--- config.mk ---
export PLATFORM = sky130hd
export DESIGN_NAME = handwheel_jog_generator
export DESIGN_NICKNAME = d
export VERILOG_FILES = /design/src/rtl/hjg_pkg.sv /design/src/rtl/hjg_ctrl.sv /design/src/rtl/hjg_dp.sv /design/src/rtl/handwheel_jog_generator.sv
export SDC_FILE = /design/constraint.sdc
export NUM_CORES = 1
export LEC_CHECK = 0
export ABC_AREA = 1
export BUFFER_PORTS_ARGS = -buffer_cell sky130_fd_sc_hd__buf_2
export CAP_MARGIN = 40
export CORE_ASPECT_RATIO = 0.7
export CORE_MARGIN = 2
export CORE_UTILIZATION = 50
export CTS_BUF_LIST = sky130_fd_sc_hd__clkbuf_4
export CTS_CLUSTER_DIAMETER = 200
export CTS_CLUSTER_SIZE = 25
export DETAILED_ROUTE_END_ITERATION = 10
export HOLD_SLACK_MARGIN = 0.05
export PLACE_DENSITY = 0.64
export REMOVE_ABC_BUFFERS = 1
export SLEW_MARGIN = 15
export SYNTH_ARGS = -nofsm -noshare
export SYNTH_HDL_FRONTEND = slang
export SYNTH_SLANG_ARGS = --single-unit
--- constraint.sdc ---
create_clock -name clk_i -period 9.7 [get_ports clk_i]
set_input_delay 0.485 -clock clk_i [delete_from_list [all_inputs] [get_ports clk_i]]
set_output_delay 0.485 -clock clk_i [all_outputs]
set_load 0.005 [all_outputs]
--- src/rtl/hjg_pkg.sv ---
// Shared types and constants for the handwheel jog generator.
// No dependencies; used by hjg_ctrl, hjg_dp and the top level.
package hjg_pkg;

  localparam int unsigned TIME_W  = 32;
  localparam int unsigned WIN_W   = 10;
  localparam int unsigned FEED_W  = 16;
  localparam int unsigned DIST_W  = 8;
  localparam int unsigned QUOT_W  = 24;   // 255 * 60000 fits in 24 bits
  localparam int unsigned CNT_W   = $clog2(QUOT_W);
  localparam int unsigned CFG_IDX_W  = 3;
  localparam int unsigned CFG_DATA_W = 16;

  localparam logic [FEED_W-1:0] MS_PER_MINUTE = 16'd60000;

  // Configuration register indexes
  localparam logic [CFG_IDX_W-1:0] CFG_REV_WINDOW = 3'd0;
  localparam logic [CFG_IDX_W-1:0] CFG_X_FEED     = 3'd1;
  localparam logic [CFG_IDX_W-1:0] CFG_Y_FEED     = 3'd2;
  localparam logic [CFG_IDX_W-1:0] CFG_Z_FEED     = 3'd3;
  localparam logic [CFG_IDX_W-1:0] CFG_JOG_DIST   = 3'd4;

  // Reset values of the configuration registers
  localparam logic [WIN_W-1:0]  RST_REV_WINDOW = 10'd50;
  localparam logic [FEED_W-1:0] RST_X_FEED     = 16'd1000;
  localparam logic [FEED_W-1:0] RST_Y_FEED     = 16'd1000;
  localparam logic [FEED_W-1:0] RST_Z_FEED     = 16'd600;
  localparam logic [DIST_W-1:0] RST_JOG_DIST   = 8'd1;

  // Axis codes
  localparam logic [1:0] AXIS_X = 2'd0;
  localparam logic [1:0] AXIS_Y = 2'd1;
  localparam logic [1:0] AXIS_Z = 2'd2;

  // Signed step codes
  localparam logic [1:0] DIR_NONE = 2'b00;
  localparam logic [1:0] DIR_POS  = 2'b01;
  localparam logic [1:0] DIR_NEG  = 2'b11;

  typedef struct packed {
    logic              clk_level;
    logic              dir_level;
    logic              x_button_n;
    logic              y_button_n;
    logic              z_button_n;
    logic [TIME_W-1:0] now_ms;
  } in_item_t;

  typedef struct packed {
    logic signed [1:0] step_dir;
    logic              jog_valid;
    logic [1:0]        jog_axis;
    logic              jog_negative;
    logic [FEED_W-1:0] jog_feed;
  } out_item_t;

  // Controller to datapath
  typedef struct packed {
    logic load;      // take the input transaction
    logic div_step;  // one restoring division step
    logic div_last;  // final step: commit quotient as hold-off
  } dp_cmd_t;

  // Datapath to controller
  typedef struct packed {
    logic out_blocked;  // result register full and stalled
    logic jog_fire;     // current input issues a jog
  } dp_status_t;

endpackage

--- src/rtl/hjg_ctrl.sv ---
// Controller for the handwheel jog generator: input handshake and
// division sequencing. Depends on hjg_pkg.
module hjg_ctrl (
  input  logic                clk_i,
  input  logic                rst_ni,
  input  logic                in_valid_i,
  output logic                in_stall_o,
  input  hjg_pkg::dp_status_t status_i,
  output hjg_pkg::dp_cmd_t    cmd_o
);

  localparam logic ST_IDLE = 1'b0;
  localparam logic ST_DIV  = 1'b1;

  logic                       state_q, state_d;
  logic [hjg_pkg::CNT_W-1:0]  cnt_q, cnt_d;
  logic                       accept;
  logic                       last_step;

  assign in_stall_o = (state_q == ST_DIV) | status_i.out_blocked;
  assign accept     = in_valid_i & ~in_stall_o;
  assign last_step  = (cnt_q == hjg_pkg::CNT_W'(hjg_pkg::QUOT_W - 1));

  always_comb begin
    state_d       = state_q;
    cnt_d         = cnt_q;
    cmd_o         = '0;
    case (state_q)
      ST_IDLE: begin
        cmd_o.load = accept;
        if (accept && status_i.jog_fire) begin
          state_d = ST_DIV;
          cnt_d   = '0;
        end
      end
      ST_DIV: begin
        cmd_o.div_step = 1'b1;
        cmd_o.div_last = last_step;
        cnt_d          = cnt_q + 1'b1;
        if (last_step) begin
          state_d = ST_IDLE;
        end
      end
      default: begin
        state_d = ST_IDLE;
      end
    endcase
  end

  always_ff @(posedge clk_i or negedge rst_ni) begin
    if (!rst_ni) begin
      state_q <= ST_IDLE;
      cnt_q   <= '0;
    end else begin
      state_q <= state_d;
      cnt_q   <= cnt_d;
    end
  end

endmodule

--- src/rtl/hjg_dp.sv ---
// Datapath for the handwheel jog generator: configuration registers, step
// decode, jog state, result register and serial hold-off divider.
// Depends on hjg_pkg.
module hjg_dp (
  input  logic                                 clk_i,
  input  logic                                 rst_ni,
  input  logic                                 cfg_we_i,
  input  logic [hjg_pkg::CFG_IDX_W-1:0]        cfg_idx_i,
  input  logic [hjg_pkg::CFG_DATA_W-1:0]       cfg_wdata_i,
  input  hjg_pkg::in_item_t                    in_item_i,
  output logic                                 out_valid_o,
  input  logic                                 out_stall_i,
  output hjg_pkg::out_item_t                   out_item_o,
  input  hjg_pkg::dp_cmd_t                     cmd_i,
  output hjg_pkg::dp_status_t                  status_o
);

  localparam int unsigned TW = hjg_pkg::TIME_W;
  localparam int unsigned FW = hjg_pkg::FEED_W;
  localparam int unsigned QW = hjg_pkg::QUOT_W;

  // Configuration
  logic [hjg_pkg::WIN_W-1:0]  win_q;
  logic [FW-1:0]              x_feed_q, y_feed_q, z_feed_q;
  logic [hjg_pkg::DIST_W-1:0] dist_q;

  // Jog state
  logic          prev_clk_q;
  logic [TW-1:0] last_edge_q;
  logic [1:0]    last_dir_q;
  logic [TW-1:0] last_jog_q;
  logic [QW-1:0] hold_off_q;

  // Divider
  logic [QW-1:0] dvd_q, dvd_d;
  logic [FW-1:0] rem_q, rem_d;
  logic [FW-1:0] dvs_q;
  logic [FW:0]   rem_sh;
  logic          q_bit;

  // Result register
  logic                out_valid_q;
  hjg_pkg::out_item_t  out_q, res;

  // Step decode
  logic          fall;
  logic [1:0]    dir_code;
  logic [TW-1:0] edge_elapsed, jog_elapsed;
  logic          dropped, stepped, hold_ok, sel;
  logic [1:0]    axis;
  logic [FW-1:0] feed;
  logic          fire;

  always_comb begin
    fall         = prev_clk_q & ~in_item_i.clk_level;
    dir_code     = in_item_i.dir_level ? hjg_pkg::DIR_POS : hjg_pkg::DIR_NEG;
    edge_elapsed = in_item_i.now_ms - last_edge_q;
    jog_elapsed  = in_item_i.now_ms - last_jog_q;
    dropped      = (edge_elapsed < TW'(win_q)) && (last_dir_q != dir_code);
    stepped      = fall & ~dropped;
    hold_ok      = jog_elapsed >= TW'(hold_off_q);

    sel  = 1'b1;
    axis = hjg_pkg::AXIS_X;
    feed = x_feed_q;
    if (!in_item_i.x_button_n) begin
      axis = hjg_pkg::AXIS_X;
      feed = x_feed_q;
    end else if (!in_item_i.y_button_n) begin
      axis = hjg_pkg::AXIS_Y;
      feed = y_feed_q;
    end else if (!in_item_i.z_button_n) begin
      axis = hjg_pkg::AXIS_Z;
      feed = z_feed_q;
    end else begin
      sel = 1'b0;
    end

    fire = stepped & hold_ok & sel & (feed != '0);

    res              = '0;
    res.step_dir     = stepped ? dir_code : hjg_pkg::DIR_NONE;
    res.jog_valid    = fire;
    res.jog_axis     = fire ? axis : hjg_pkg::AXIS_X;
    res.jog_negative = fire & ~in_item_i.dir_level;
    res.jog_feed     = fire ? feed : '0;
  end

  assign status_o.jog_fire    = fire;
  assign status_o.out_blocked = out_valid_q & out_stall_i;
  assign out_valid_o          = out_valid_q;
  assign out_item_o           = out_q;

  // Restoring division, one quotient bit a step
  always_comb begin
    rem_sh = {rem_q, dvd_q[QW-1]};
    q_bit  = rem_sh >= {1'b0, dvs_q};
    rem_d  = q_bit ? FW'(rem_sh - {1'b0, dvs_q}) : rem_sh[FW-1:0];
    dvd_d  = {dvd_q[QW-2:0], q_bit};
  end

  // Configuration writes
  always_ff @(posedge clk_i or negedge rst_ni) begin
    if (!rst_ni) begin
      win_q    <= hjg_pkg::RST_REV_WINDOW;
      x_feed_q <= hjg_pkg::RST_X_FEED;
      y_feed_q <= hjg_pkg::RST_Y_FEED;
      z_feed_q <= hjg_pkg::RST_Z_FEED;
      dist_q   <= hjg_pkg::RST_JOG_DIST;
    end else if (cfg_we_i) begin
      case (cfg_idx_i)
        hjg_pkg::CFG_REV_WINDOW: win_q    <= cfg_wdata_i[hjg_pkg::WIN_W-1:0];
        hjg_pkg::CFG_X_FEED:     x_feed_q <= cfg_wdata_i[FW-1:0];
        hjg_pkg::CFG_Y_FEED:     y_feed_q <= cfg_wdata_i[FW-1:0];
        hjg_pkg::CFG_Z_FEED:     z_feed_q <= cfg_wdata_i[FW-1:0];
        hjg_pkg::CFG_JOG_DIST:   dist_q   <= cfg_wdata_i[hjg_pkg::DIST_W-1:0];
        default: ;
      endcase
    end
  end

  // Jog state and result valid
  always_ff @(posedge clk_i or negedge rst_ni) begin
    if (!rst_ni) begin
      prev_clk_q  <= 1'b1;
      last_edge_q <= '0;
      last_dir_q  <= hjg_pkg::DIR_NONE;
      last_jog_q  <= '0;
      hold_off_q  <= '0;
      out_valid_q <= 1'b0;
    end else begin
      if (cmd_i.load) begin
        prev_clk_q <= in_item_i.clk_level;
        if (fall) begin
          last_edge_q <= in_item_i.now_ms;
        end
        if (stepped) begin
          last_dir_q <= dir_code;
        end
        if (fire) begin
          last_jog_q <= in_item_i.now_ms;
        end
        out_valid_q <= 1'b1;
      end else if (out_valid_q && !out_stall_i) begin
        out_valid_q <= 1'b0;
      end
      if (cmd_i.div_last) begin
        hold_off_q <= dvd_d;
      end
    end
  end

  // Payload registers
  always_ff @(posedge clk_i) begin
    if (cmd_i.load) begin
      out_q <= res;
      dvd_q <= QW'(dist_q) * QW'(hjg_pkg::MS_PER_MINUTE);
      dvs_q <= feed;
      rem_q <= '0;
    end else if (cmd_i.div_step) begin
      dvd_q <= dvd_d;
      rem_q <= rem_d;
    end
  end

endmodule

--- src/rtl/handwheel_jog_generator.sv ---
// Handwheel jog generator: decodes encoder samples into rate-limited jogs.
// Top level; instantiates hjg_ctrl and hjg_dp, uses hjg_pkg.
//
// Usage:
//  - Input channel (in_valid_i / in_stall_o / in_item_i): one transaction is
//    one sample of the encoder lines, the axis buttons and the ms timestamp.
//  - Output channel (out_valid_o / out_stall_i / out_item_o): exactly one
//    result transaction per input transaction, in order.
//  - Configuration: cfg_we_i writes cfg_wdata_i to register cfg_idx_i at the
//    clock edge; write only while the block is idle. Unknown indexes are
//    ignored.
//  - Each result is registered and shown in the cycle after its input is taken.
//  - Sample handling: a sample that issues no jog leaves the input free for the
//    next sample. A sample that issues a jog starts the 24 steps of the serial
//    restoring divider that computes the hold-off, during which the input
//    stalls. The divider width is set by distance*60000, which fits 24 bits.
//  - A finished result waits in the output register; a new sample is taken
//    in the same cycle the held result is collected, unless the divider runs.
//  - When the receiver stalls, hold the result and stall the input.
//  - Reset (asynchronous, active low) restores the register defaults, clears
//    the edge and jog history and drops any pending result.
module handwheel_jog_generator (
  input  logic                           clk_i,
  input  logic                           rst_ni,
  input  logic                           cfg_we_i,
  input  logic [hjg_pkg::CFG_IDX_W-1:0]  cfg_idx_i,
  input  logic [hjg_pkg::CFG_DATA_W-1:0] cfg_wdata_i,
  input  logic                           in_valid_i,
  output logic                           in_stall_o,
  input  hjg_pkg::in_item_t              in_item_i,
  output logic                           out_valid_o,
  input  logic                           out_stall_i,
  output hjg_pkg::out_item_t             out_item_o
);

  hjg_pkg::dp_cmd_t    cmd;
  hjg_pkg::dp_status_t status;

  // Sequence transactions and the divider
  hjg_ctrl u_ctrl (
    .clk_i      (clk_i),
    .rst_ni     (rst_ni),
    .in_valid_i (in_valid_i),
    .in_stall_o (in_stall_o),
    .status_i   (status),
    .cmd_o      (cmd)
  );

  // Decode steps, hold the jog state, compute the hold-off
  hjg_dp u_dp (
    .clk_i       (clk_i),
    .rst_ni      (rst_ni),
    .cfg_we_i    (cfg_we_i),
    .cfg_idx_i   (cfg_idx_i),
    .cfg_wdata_i (cfg_wdata_i),
    .in_item_i   (in_item_i),
    .out_valid_o (out_valid_o),
    .out_stall_i (out_stall_i),
    .out_item_o  (out_item_o),
    .cmd_i       (cmd),
    .status_o    (status)
  );

endmodule

# Yosys cells after proc, flatten, opt, wreduce, memory -nomap -nowiden

Index checks and enable logic that the tools add are counted.

Mux-type cells: 21
Bitwise operators: 14
Shift-type cells: 0
Order comparisons: 3
Eq/ne operators: 7
Reduce and logical (&&, ||, !) cells: 18
$add $sub $neg: 4
Divide/modulo/power cells: 0
$mul: 1

Operator list:

| kind                                                | number |
|---|---|
| 2-to-1 mux 16 bit                                   | 4 |
| subtractor 32 bit                                   | 2 |
| 2-to-1 mux 24 bit                                   | 2 |
| greater-or-equal comparator 32 x 24 -> 1 bit        | 1 |
| less-than comparator 32 x 10 -> 1 bit               | 1 |
| multiplier 8 x 11 -> 19 bit (second input constant) | 1 |
| AND reduction 2 bit                                 | 9 |
| greater-or-equal comparator 17 x 16 -> 1 bit        | 1 |
| nonzero test 16 bit                                 | 1 |
| subtractor 16 bit                                   | 1 |
| case mux 5 bit (2 select lines)                     | 1 |
| 2-to-1 mux 1 bit                                    | 9 |
| AND 1 bit                                           | 8 |
| == test 3 x 2 -> 1 bit (second input constant)      | 2 |
| 2-to-1 mux 2 bit                                    | 3 |
| adder 5 x 1 -> 5 bit (second input constant)        | 1 |
| == test 5 bit (second input constant)               | 1 |
| 2-to-1 mux 5 bit                                    | 1 |
| NOT 1 bit                                           | 5 |
| nonzero test 2 bit                                  | 2 |
| == test 3 x 1 -> 1 bit (second input constant)      | 1 |
| == test 3 bit (second input constant)               | 1 |
| logical AND 1 bit                                   | 3 |
| zero test 3 bit                                     | 1 |
| 6 further kinds                                     | 6 |

Bits of input ports: 61
Word-level logic and storage cells: 91
Output and inout port bits: 24
Memories: 0
Flip-flop bits (word level): 242
Bits in writable memories: 0
Latch bits: 0
ROM bits: 0

# Depth between registers and ports, before layout

Word-level depth: 11
Gate-level depth with buffers: 30
Depth with buffers taken out: 29

# Hierarchy

A second synthesis with hierarchy kept.

Cells, all modules: 2408
Area total of the unflattened synthesis: 17563.1 µm²

By module, submodules not included:

| module   | seq. area each (µm²) | cells each | area an instance (µm²) | instances |
|---|---|---|---|---|
| hjg_dp   | 6112.1               | 2365       | 17230.3                | 1 |
| hjg_ctrl | 150.1                | 43         | 332.8                  | 1 |

# Worst setup path after synthesis

Ideal clock, no wire load.

Path kind: reg2reg
Start point: register u_dp.dist_q[6] (netlist bit)
End point: register u_dp.dvd_q[19], data pin
Data required time: 9.439 ns
Arrival: 3.767 ns
Path slack: 5.672 ns
Buffers on the path: 0
Library setup time: 0.261 ns
Clock period less this slack: 4.028 ns
Stages on the path, launching flop included: 20
Cell sequence: dfrtp_1 > inv_1 > ha_1 > fa_1 > fa_1 > inv_1 > ha_1 > ha_1 > nand2_1 > o21ai_0 > a21oi_1 > o21ai_0 > a21oi_1 > o21bai_1 > nand2_1 > nand2_1 > a21o_1 > nand2_1 > nand3_1 > nand2_1

Longest elaborated chain between the ends: 2

Ends and longest elaborated chain:

| item                        | line          | source |
|---|---|---|
| start: declaration          | hjg_dp.sv:25  | `logic [hjg_pkg::DIST_W-1:0] dist_q;` |
| start signal: assignment    | hjg_dp.sv:109 | `dist_q <= hjg_pkg::RST_JOG_DIST;` |
| start signal: assignment    | hjg_dp.sv:116 | `hjg_pkg::CFG_JOG_DIST: dist_q <= cfg_wdata_i[hjg_pkg::DIST_W-1:0];` |
| multiplier 8 x 11 -> 19 bit | hjg_dp.sv:157 | `dvd_q <= QW'(dist_q) * QW'(hjg_pkg::MS_PER_MINUTE);` |
| 2-to-1 mux 24 bit           | hjg_dp.sv:155 | `if (cmd_i.load) begin` |
| end signal: assignment      | hjg_dp.sv:157 |  |
| end signal: assignment      | hjg_dp.sv:161 | `dvd_q <= dvd_d;` |
| end: declaration            | hjg_dp.sv:35  | `logic [QW-1:0] dvd_q, dvd_d;` |

No other way between the ends.
A chain may end at the register's enable or synchronous reset.

# Final worst setup path

Ends and elaborated chain as after synthesis.

==> results list <==
- The clock passes through at most 3 buffers.
- Highest clock rate: 0.212 GHz
- Leakage power figure: 10.2 nW
* Post-synth ARST share: 67.8%
* Layer carrying the most global-route usage: met1
- Transition time at the pin with the least slew margin: 1.05 ns
* Summed negative setup slack over all endpoints: 0 ns
* # Max-Cap Violations: 0
* Met3 Track Usage GR: 3.89%
- At the worst endpoint, the arrival time is 5.23 ns.
* Source-to-sink clock delay at the later pin of the worst-skew pair: 0.77 ns
* Clock Skew: 0.0909 ns
* Number of search-and-repair iterations in the first detailed-routing pass: 5
- Synthesis produced a netlist whose cell count is 2371.
* Final weighted congestion in routability-driven placement: 0.946
- Routed wirelength normalized by instance count: 15.6 um
- Clock input transition at the sequential cells of the worst setup and hold paths: 0.27 ns
- Pin count of the biggest net entering global routing: 67
- The placed instances occupy a cell area of 18500 um^2.
- Root Buffer Master: clkbuf_4
- Total power for the finished layout comes to 0.00603 W.
* Count of nets left with antenna violations after detail routing: 0
- Number of primary I/O pins: 85
- After filler insertion, the fill cell instance count of the layout stands at 3374.
- Number of vias after detailed routing: 15300
- Number of clock sinks: 242
- Initial antenna violation count: 2
- CP Capture Type: flip-flop
- The sequential cells in the finished layout cover a total of 6260 um^2.
* Starting density of the core: 50.7%
- Worst setup path category: flip-flop to flip-flop
* Clock tree from TritonCTS: built
* Number of enable-type register cells in the synthesized netlist: 57
- Top fanout value on the critical path: 8
- I/O Buffers: 84
- The Yosys step of the flow raised 0 warnings.
- The hold violation total from the final report was 0.
* Ratio of cells with drive above 1 in the final layout: 8.50%
- Setup repair after global routing left no endpoint under its margin.
- In this run the power density over the cells is 315 nW/um^2.
- Summed over all layers, the global routing overflow is 0.
- The floorplan step defined a die boundary enclosing 36600 um^2.
* Worst Setup Start Kind: flip-flop
- Total count of max-transition violations in the final report: 0
* Number of CTS-inserted buffers: 13
- The final layout contains routed wiring with a total length of 46300 um.
- Number of instances resized during post-cts repair: 0
- Post-placement worst setup slack: 5.10 ns
* Max rail drop VDD: 0.149 mV
- Global routing consumed, over all layers together, 25.2% of the routing resources.
- The region available for standard cell placement spans 34600 um^2.
- Dividing the detail-routed via count by the number of cells gives 5.17.
- The signal on the critical path passes through inv_1 > ha_1 > fa_1 > fa_1 > inv_1 > ha_1 > ha_1 > a21oi_1 > o21ai_0 > a21oi_1 > o21ai_0 > a21oi_1 > o21bai_1 > nand2_1 > nand2_1 > a21oi_1 > nand2_1 > nand3_1 > nand2_1.
* Final setup violation count: 0
- On the worst path, the slowest cell contributes a delay of 0.69 ns.
- # nets final: 2735
* Synth-to-Final Area Change: 9.32%
- Summing all non-filler instances in the final layout gives an area of 19200 um^2.
- Post-Route Utilization: 55.4%
- Number of distinct standard cells referenced by the synthesized netlist: 54
- Worst slew margin: 30.0%
- Synthesized area: 17500 um^2
* Crit path required time: 10.21 ns
* Main flop type after synthesis: dfrtp_1
- For met2 alone, demand over resource in global routing was 34.9%.
- Seq/Total Area, Yosys: 35.7%
- Mean area per synthesized cell: 7.39 um^2
- The multi-input combinational cells in the finished layout cover a total of 9290 um^2.
* Number of synthesized register bits: 242
- Global routing consumed, on the met1 layer, 41.5% of the routing resources.
- Die H: 161 um
* Via count of the first global-routing pass: 14100
- Path type of the worst min-delay path: primary input to flip-flop
- The run finished with clean final reports.
- The worst path in the final design needs a cycle of 4.72 ns, including I/O delays and setup.
* Wire length of the first global-routing pass: 74300 um
- In the post-route analysis, the smallest setup slack over all paths is 4.98 ns.
- The slowest stage of the critical path belongs to the cell dfrtp_1.
- Floorplan die width: 228 um
- Summed over all nets, the half-perimeter wirelength after detailed placement is 36800 um.
* Number of placement rows: 57
- Maximum level of the CTS H-tree: 1
- Final clock period utilization by the worst path: 48.6%
* DR iter-0 viols: 1320
- Remaining DRCs: 0
## path summary, 6_finish.rpt
check                               start             endpoint  slack (ns)  cells past startpoint
max                        u_dp.dist_q[6]       u_dp.dvd_q[19]        4.98                     19
min                         in_item_i[33]  u_dp.out_item_o[18]        0.11                      3
max reg2reg                u_dp.dist_q[6]       u_dp.dvd_q[19]        4.98                     19
min reg2reg                u_dp.rem_q[10]       u_dp.rem_q[10]        0.49                      2
max in group asynchronous          rst_ni     u_dp.y_feed_q[5]        8.08                      5
min in group asynchronous          rst_ni   u_dp.hold_off_q[1]        0.13                      2
## synthesized netlist by cell type, types with 28 or more instances
master,number,area [um^2]
nand2_1,703,2640
inv_1,448,1680
o21ai_0,168,841
ha_1,162,2030
nor2_1,159,597
dfrtp_1,143,3580
a21oi_1,113,566
nand3_1,72,360
edfxtp_1,57,1710
xor2_1,36,315
o21ai_2,32,280
clkbuf_1,28,105
## state kept, by name (all words and copies together), names as in the netlist
register,cells
u_dp.y_feed_q,16
u_ctrl.state_q,1
u_dp.dist_q,8
u_dp.last_jog_q,32
u_dp.last_dir_q,2
u_dp.dvs_q,16
u_dp.win_q,10
u_ctrl.cnt_q,5
u_dp.z_feed_q,16
u_dp.hold_off_q,24
u_dp.out_item_o,22
u_dp.dvd_q,24
u_dp.x_feed_q,16
u_dp.out_valid_o,1
u_dp.rem_q,16
u_dp.last_edge_q,32
u_dp.prev_clk_q,1
## stage by stage
stage | instances | hold WS, ns
4_1_cts | 2963 | 0.0680
2_1_floorplan | 2323 | 0.189
3_3_place_gp | 2889 | 0.455
5_1_grt | 2967 | 0.0699
3_5_place_dp | 2895 | 0.411
6_report | 2967 | 0.107
## layout make-up
| type | instances | share of cell area, % |
|---|---|---|
| flip-flops and latches | 242 | 32.7 |
| diodes | 1 | 0.0131 |
| repair buffers | 149 | 5.98 |
| clock inverters | 2 | 0.0653 |
| inverters | 454 | 8.89 |
| multi-input cells | 1627 | 48.5 |
| clock buffers | 20 | 0.784 |
| well taps | 472 | 3.08 |
## worst max-delay path, delay by kind of cell, from the launching register on
family	cells	cell delay, ns
fa+ha+maj	5	2.03
compound gates	7	1.28
flops	1	0.69
simple gates	5	0.35
buf+inv	2	0.14
## placed cells by master, fill, tap and decap left out, types with 21 or more instances in the layout
cell type	synthesis	final
buf_2	9	84
edfxtp_1	57	57
dfrtp_1	143	143
o21ai_0	168	168
dfxtp_1	21	21
a21oi_1	113	113
fa_1	25	25
o21ai_2	32	32
nand2_1	703	703
dfstp_2	21	21
ha_1	162	162
inv_1	448	448
nor2_1	159	158
nand3_1	72	72
dlygate4sd3_1	0	46
xor2_1	36	36
## where the power goes
part / leakage [nW] / internal, W / total, W / switching, W
Combinational: 7.38 / 0.00145 / 0.00396 / 0.00251
Clock: 0.101 / 0.0000958 / 0.000417 / 0.000321
Sequential: 2.69 / 0.00145 / 0.00165 / 0.000192
Total: 10.2 / 0.00300 / 0.00603 / 0.00302
## metal layers
layer,wire length (um),up-vias
met3,3400,32
met2,18100,450
li1,-,7719
met4,468,0
met1,24300,7142
met5,0,-
## kinds of logic (layout without fill, tap and decap cells)
kind of cell,Yosys count,after routing,synth area share (%)
compound gates,380,380,12.5
simple gates,1004,1004,23.2
other cells,0,1,0
flops,242,242,35.7
fa+ha+maj,187,187,14.4
xor+xnor,56,56,2.80
buf+inv,502,625,11.3
## timing repair
item | in CTS | in global routing
hold buffers | 46 | 0
endpoints found under the hold margin | 178 | 0
buffers inserted | 0 | 0
Power figures use the tool's default switching activity.
